## config.mk

```make
export PLATFORM = sky130hd
export DESIGN_NAME = rau_front
export DESIGN_NICKNAME = d
export VERILOG_FILES = /design/src/hdl/rau_pkg.sv /design/src/hdl/rau_front.sv
export SDC_FILE = /design/constraint.sdc
export NUM_CORES = 1
export LEC_CHECK = 0
export ABC_AREA = 1
export BUFFER_PORTS_ARGS = -buffer_cell sky130_fd_sc_hd__buf_2
export CAP_MARGIN = 20
export CORE_MARGIN = 3
export CORE_UTILIZATION = 40
export CTS_BUF_LIST = sky130_fd_sc_hd__clkbuf_16
export CTS_CLUSTER_DIAMETER = 50
export CTS_CLUSTER_SIZE = 30
export DETAILED_ROUTE_END_ITERATION = 6
export PLACE_DENSITY = 0.68
export SYNTH_ARGS = -nofsm -noshare
export SYNTH_HDL_FRONTEND = slang
export SYNTH_SLANG_ARGS = --single-unit
```

## constraint.sdc

```tcl
create_clock -name clk -period 6.64 [get_ports clk]
set_input_delay 1.328 -clock clk [delete_from_list [all_inputs] [get_ports clk]]
set_output_delay 1.328 -clock clk [all_outputs]
set_load 0.03 [all_outputs]
```

## src/hdl/rau_pkg.sv

```systemverilog
// Shared constants and types for the rational arithmetic unit.
package rau_pkg;

    localparam int ValueWidth = 32;
    localparam int DenWidth   = ValueWidth - 1;
    localparam int WideWidth  = 2 * ValueWidth;
    localparam int CntWidth   = $clog2(WideWidth + 1);

    typedef enum logic [2:0] {
        CMD_ADD = 3'd0,
        CMD_SUB = 3'd1,
        CMD_MUL = 3'd2,
        CMD_DIV = 3'd3,
        CMD_LT  = 3'd4,
        CMD_EQ  = 3'd5
    } cmd_t;

    localparam logic [1:0] ST_OK       = 2'd0;
    localparam logic [1:0] ST_DIVZERO  = 2'd1;
    localparam logic [1:0] ST_OVERFLOW = 2'd2;

    // one queued task from front to back
    typedef struct packed {
        logic [2:0]                  command;
        logic                        early;   // result already known
        logic [1:0]                  early_st;
        logic signed [ValueWidth-1:0] an;
        logic [DenWidth-1:0]         ad;
        logic signed [ValueWidth-1:0] bn;
        logic [DenWidth-1:0]         bd;
    } task_t;

endpackage

```

## src/hdl/rau_front.sv

```systemverilog
// Front end: takes in commands and classifies the trivial cases.
module rau_front (
    input  logic                                   clk,
    input  logic                                   rst_n,
    input  logic                                   start,
    output logic                                   busy,
    input  logic [2:0]                             command,
    input  logic signed [rau_pkg::ValueWidth-1:0]  a_num,
    input  logic [rau_pkg::DenWidth-1:0]           a_den,
    input  logic signed [rau_pkg::ValueWidth-1:0]  b_num,
    input  logic [rau_pkg::DenWidth-1:0]           b_den,
    output logic                                   q_valid,
    output rau_pkg::task_t                         q_task,
    input  logic                                   q_pop
);
    // two-entry queue
    rau_pkg::task_t mem_reg [2];
    logic [1:0] cnt_reg, cnt_next;
    logic       rd_reg, wr_reg;
    rau_pkg::task_t t;
    logic push;

    always_comb
    begin
        t.command  = command;
        t.an       = a_num;
        t.ad       = a_den;
        t.bn       = b_num;
        t.bd       = b_den;
        t.early    = 1'b0;
        t.early_st = rau_pkg::ST_OK;
        if (command > rau_pkg::CMD_EQ)
        begin
            t.early = 1'b1;
        end
        else if (a_den == '0 || b_den == '0)
        begin
            t.early = 1'b1;
            t.early_st = rau_pkg::ST_DIVZERO;
        end
        else if (command == rau_pkg::CMD_DIV && b_num == '0)
        begin
            t.early = 1'b1;
            t.early_st = rau_pkg::ST_DIVZERO;
        end
    end

    assign busy    = (cnt_reg == 2'd2);
    assign push    = start && !busy;
    assign q_valid = (cnt_reg != 2'd0);
    assign q_task  = mem_reg[rd_reg];

    always_comb
    begin
        cnt_next = cnt_reg + {1'b0, push} - {1'b0, q_pop};
    end

    always_ff @(posedge clk)
    begin
        if (push)
        begin
            mem_reg[wr_reg] <= t;
        end
    end

    always_ff @(posedge clk or negedge rst_n)
    begin
        if (!rst_n)
        begin
            cnt_reg <= 2'd0;
            rd_reg  <= 1'b0;
            wr_reg  <= 1'b0;
        end
        else
        begin
            cnt_reg <= cnt_next;
            if (push)
            begin
                wr_reg <= !wr_reg;
            end
            if (q_pop)
            begin
                rd_reg <= !rd_reg;
            end
        end
    end
endmodule

```

==> results_dict.tcl, run 1 <==
set metrics [dict create \
    grt_pass1_wl_um 30700 \
    drtAntennaViolNets 0 \
    post-synth-top-count-cell "edfxtp_1" \
    p_seq_share_pct 39.5 \
    slowest_stage "dfrtp_4" \
    grt_overflow_total 0 \
    vias_per_cell 4.74 \
    async_reset_ff_share_pct 1.50 \
    p_total_mw 6.13 \
    grt_pass1_vias 5663 \
    rr_startpoint "cnt_reg[1]" \
    reg2reg_depth 4 \
    p_sw_mw 2.17 \
    cpPeakStageDelay_ps 750 \
    synth_common_cells "262 x edfxtp_1, 80 x mux2_4, 60 x nor2_1" \
    clk_pin_slew_ps 70 \
    drv_slew 0 \
    drv_cap 0 \
    postLayoutCoreUtil_pct 50.8 \
    cp_max_fo 99 \
    pwr-share-clk_pct 23.4 \
    routedWlPerCell_um 17.1 \
    io_pins 267 \
    start_util_pct 40.9 \
    avgSynthCellArea_sq_um 19.8 \
    drive_gt1_share_pct 54.2 \
    synth_cells 522 \
    die_y_um 167 \
    ir_drop_v 0.000338 \
    synth_area_leader_cell "edfxtp_1" \
    crit_path_start "rd_reg" \
    vias 5438 \
    clock_latency_ps 500 \
    netlist_area_sq_um 10400 \
    layout.nets 935 \
    core_area_sq_um 25300 \
    fmax_mhz 253 \
    p_per_area_nw_per_um2 477 \
    grt_start_max_net_pins 100 \
    cts_tree "built" \
    synth-seq-area-share_pct 76.9 \
    postCtsResizedCells 0 \
    ys_ff_latch 266 \
    cts-htree-levels 1 \
    tightest_slew_ps 983 \
    synth_top_area_share_pct 76.0 \
    rsz0062_at_grt "no" \
    stdcell_area_sq_um 12900 \
    dr_wl_met2_um 9390 \
    highest_layer "met4" \
    required_ps 5310 \
    swShare_pct 35.5 \
    wl_met1_um 8320 \
    clockBufferDepth 3 \
    die-width_um 167 \
    endpoint_kind "output pin" \
    synth_edf_count 262 \
    status "finished, final reports clean" \
    fillers 2125 \
    p_int_mw 3.95 \
    row_count 58 \
    rrSetupSlack_ps 4140 \
    dpl_cell_area_sq_um 12000 \
    ys_warn_count 0 \
    synth-main-ff-cell "edfxtp_1" \
    drt_first_iter_violations 329 \
    startpoint_type "flop" \
    post_cts_buffers 0 \
    yosys-top-cells-area "edfxtp_1 76%, mux2_4 12%, mux2_2 5.5%" \
    syn_to_final_growth_pct 24.1 \
    cp.arrival_ps 2630 \
    hpwl_um 13100 \
    wl_met3_um 1510 \
    port_buffers 265 \
    cts_num_sinks 266 \
    dr.pass1.iters 4 \
    drt_wl_total_um 19700 \
    worstPathCellList "buf_12, mux2_2, buf_2" \
    drc 0 \
    fin_worst_skew_ps 13.7 \
    period_minus_slack_ps 3960 \
    slew_headroom_pct 34.3 \
    global_route.usage.total_pct 13.6 \
    combPwrFrac_pct 37.1 \
    synth_cell_types 23 \
    hold_viol 0 \
    root_buffer "clkbuf_16" \
    antenna_found_initial 2 \
    syn-num-nets 657 \
    leakage_nw 5.02 \
    die_area_sq_um 27900 \
    fin_crit_sh_pct 59.6 \
    setup_violations 0 \
    critPathCapture "q_task[37]" \
    numCtsBuffers 23 \
    holdCritPathClass "reg -> reg" \
    r2r_end "mem_reg[0][38]" \
    cts.hold.buffers_added 0 \
    gp_congestion 0.721 \
    critPathKind "reg -> out" \
    largest_reg_flops 262 \
    min_path_cells 1 \
]
==> kinds of logic (layout without fill, tap and decap cells) <==
group	count (synthesis)	after routing	synth area share (%)
AO/OA/AOI/OAI	2	2	0.0965
other	1	3	0.0362
AND/OR/NAND/NOR	94	94	3.58
buffers and inverters	22	316	1.65
XOR/XNOR	4	4	0.338
multiplexers	131	131	17.1
flip-flops	266	266	76.9
adder cells (fa/ha/maj)	2	2	0.242
==> area by class of cell <==
type | instances | area, sq um | share of cell area (%)
antenna | 2 | 5.00 | 0.0389
multi-input combinational | 234 | 2230 | 17.4
timing repair buffer | 269 | 1380 | 10.7
clock inverter | 18 | 250 | 1.95
clock buffer | 23 | 576 | 4.48
sequential | 266 | 7970 | 62.0
tap | 330 | 413 | 3.21
inverter | 6 | 22.5 | 0.175
==> power by group through the flow <==
stage / sequential [mW] / combinational, mW / clock, mW
after detailed placement: 2.46 / 2.30 / 0
after global routing: 2.46 / 2.39 / 1.54
after global placement: 2.44 / 2.30 / 0
after floorplan: 2.47 / 1.79 / 0
after CTS: 2.42 / 2.30 / 1.48
final: 2.42 / 2.27 / 1.44
==> how the worst min path moves through the flow <==
stage / startpoint / slack, ps / to
floorplan: cnt_reg[0] / 520 / cnt_reg[0]
global placement: cnt_reg[0] / 540 / cnt_reg[0]
detailed placement: cnt_reg[0] / 550 / cnt_reg[0]
CTS: cnt_reg[0] / 560 / cnt_reg[0]
global route: rst_n / 600 / cnt_reg[0]
finish: cnt_reg[0] / 560 / cnt_reg[0]
==> cells in the final DEF, fill, tap and decap left out, drive strengths merged, types with 2 or more instances in the layout <==
cell type,instances
dfrtp,4
clkbuf,23
or2,2
nand3,2
diode,2
nand4,2
nand2,25
edfxtp,262
bufinv,4
clkinv,4
inv,16
buf,269
nor2,60
ha,2
nor3,2
xor2,3
mux2,131
==> per-layer routing <==
layer	GRT usage, %	up-vias
met2	22.7	207
met5	0	-
li1	-	2535
met4	3.95	0
met1	18.1	2661
met3	3.09	35
==> stage by stage <==
| step | setup TNS, ps | hold WS (ps) | std cells | setup WS (ps) |
|---|---|---|---|---|
| floorplan | -231430 | 515 | 522 | -883 |
| global placement | 0 | 540 | 1105 | 3180 |
| detailed placement | 0 | 546 | 1105 | 3170 |
| CTS | 0 | 563 | 1146 | 2700 |
| global route | 0 | 598 | 1148 | 2590 |
| finish | 0 | 561 | 1148 | 2680 |
==> critical path, delay by kind of cell (launching register included) <==
kind | cells | cell delay (ps)
buffers and inverters | 2 | 630
DFF | 1 | 750
muxes | 1 | 420
Note: power is estimated with default switching activity, not from simulation.
==> run 2, diff against run 1 <==
Settings changed: PLACE_DENSITY 0.68 to 0.65.
Clock period 6.64 ns to 3.9 ns, I/O delays scaled along.
==> run 2 against run 1 <==
Final cell count rose by 0.96%. First-iteration DRC count fell by 9.7%. Worst hold slack worse by 500 ps. Sequential power up 70%. Largest power group unchanged. Highest routed layer unchanged.
==> results_dict.tcl, run 2 (synthesis gave the netlist of run 1 again) <==
set metrics [dict create \
    stdcell_area_sq_um 13000 \
    ir_drop_v 0.000482 \
    slew_headroom_pct 55.0 \
    gp_congestion 0.744 \
    vias_per_cell 4.72 \
    dr.pass1.iters 4 \
    drc 0 \
    die_y_um 167 \
    grt_start_max_net_pins 55 \
    antenna_found_initial 0 \
    fin_worst_skew_ps 10.9 \
    syn_to_final_growth_pct 25.9 \
    clockBufferDepth 3 \
    drt_wl_total_um 20100 \
    required_ps 3120 \
    die-width_um 167 \
    dpl.cell_count 1112 \
    startpoint_type "flop" \
    layout.nets 945 \
    holdCritPathClass "in -> async" \
    cts-htree-levels 1 \
    dpl_cell_area_sq_um 12100 \
    postLayoutCoreUtil_pct 51.5 \
    cp.arrival_ps 2310 \
    cts_num_sinks 266 \
    rsz0062_at_grt "no" \
    layout_common_cells "265 x buf_2, 262 x edfxtp_1, 80 x mux2_4, 58 x nor2_1, 51 x mux2_2" \
    vias 5473 \
    drive_gt1_share_pct 54.9 \
    setup_violations 0 \
    status "finished, final reports clean" \
    hpwl_um 14000 \
    post_cts_buffers 0 \
    grt_pass1_vias 5814 \
    die_area_sq_um 27900 \
    drv_cap 0 \
    hold_ws_ps 61.1 \
    global_route.usage.total_pct 14.0 \
    cts.hold.buffers_added 0 \
    postCtsResizedCells 0 \
    leakage_nw 5.11 \
    grt_overflow_total 0 \
    final_common_cell "buf_2" \
    grt_pass1_wl_um 31400 \
    drt_first_iter_violations 297 \
    start_util_pct 40.9 \
    drv_slew 0 \
    finalNonFillerCells 1159 \
    row_count 58 \
    cp_max_fo 54 \
    root_buffer "clkbuf_16" \
    period_minus_slack_ps 3090 \
    hold_viol 0 \
    clock_latency_ps 520 \
    setup_ws_ps 813 \
    p_per_area_nw_per_um2 816 \
    core_area_sq_um 25300 \
    fmax_mhz 324 \
    port_buffers 265 \
    fin_crit_sh_pct 79.1 \
    numCtsBuffers 26 \
    io_pins 267 \
    largest_reg_flops 262 \
    endpoint_kind "output pin" \
    routedWlPerCell_um 17.4 \
    tightest_slew_ps 674 \
    dp_slack_ps 1320 \
    critPathKind "reg -> out" \
    antenna_cells 0 \
    cts_tree "built" \
    drtAntennaViolNets 0 \
    clk_pin_slew_ps 60 \
]
## run 2: critical path: stages, from the launching register on
cell and delay, ps:
dfrtp_4 790, buf_12 430, mux2_4 340, buf_2 180
## run 2: layout make-up
class	instances	area, sq um
fill	2125	12300
tap	330	413
sequential	266	7970
timing repair buffer	276	1480
clock buffer	27	676
multi-input combinational	234	2230
inverter	6	22.5
clock inverter	20	239
## run 2: layer usage
metal  GRT usage, %  wire length, um  share of wire, %  up-vias
met5              0                0                 0        -
met3           3.85             1610               8.0       32
met2           23.9             9800                49      201
met1           17.7             8280                41     2679
met4           3.52              414               2.1        0
li1               -                -                 -     2561
## run 2: worst paths after layout
path,from,endpoint,slack (ps),cells past startpoint
max in group asynchronous,rst_n,rd_reg,3700,1
hold / removal,rst_n,wr_reg,60,1
setup / recovery,rd_reg,q_task[89],810,3
min in group clk,a_num[14],mem_reg[0][108],450,1
hold reg to reg,cnt_reg[0],cnt_reg[0],550,1
setup reg to reg,cnt_reg[1],mem_reg[1][48],1950,4
## run 2: per-stage QoR
step | TNS, ps | power [mW]
detailed placement | 0 | 8.17
CTS | 0 | 10.8
global route | 0 | 11.1
floorplan | -231350 | 7.19
finish | 0 | 10.6
global placement | 0 | 8.14
## run 2: report_power, final
part / switching (mW) / leakage, nW / internal (mW) / total [mW]
logic: 2.45 / 2.18 / 1.47 / 3.92
clock network: 1.09 / 0.449 / 1.50 / 2.59
registers: 0.220 / 2.48 / 3.90 / 4.12
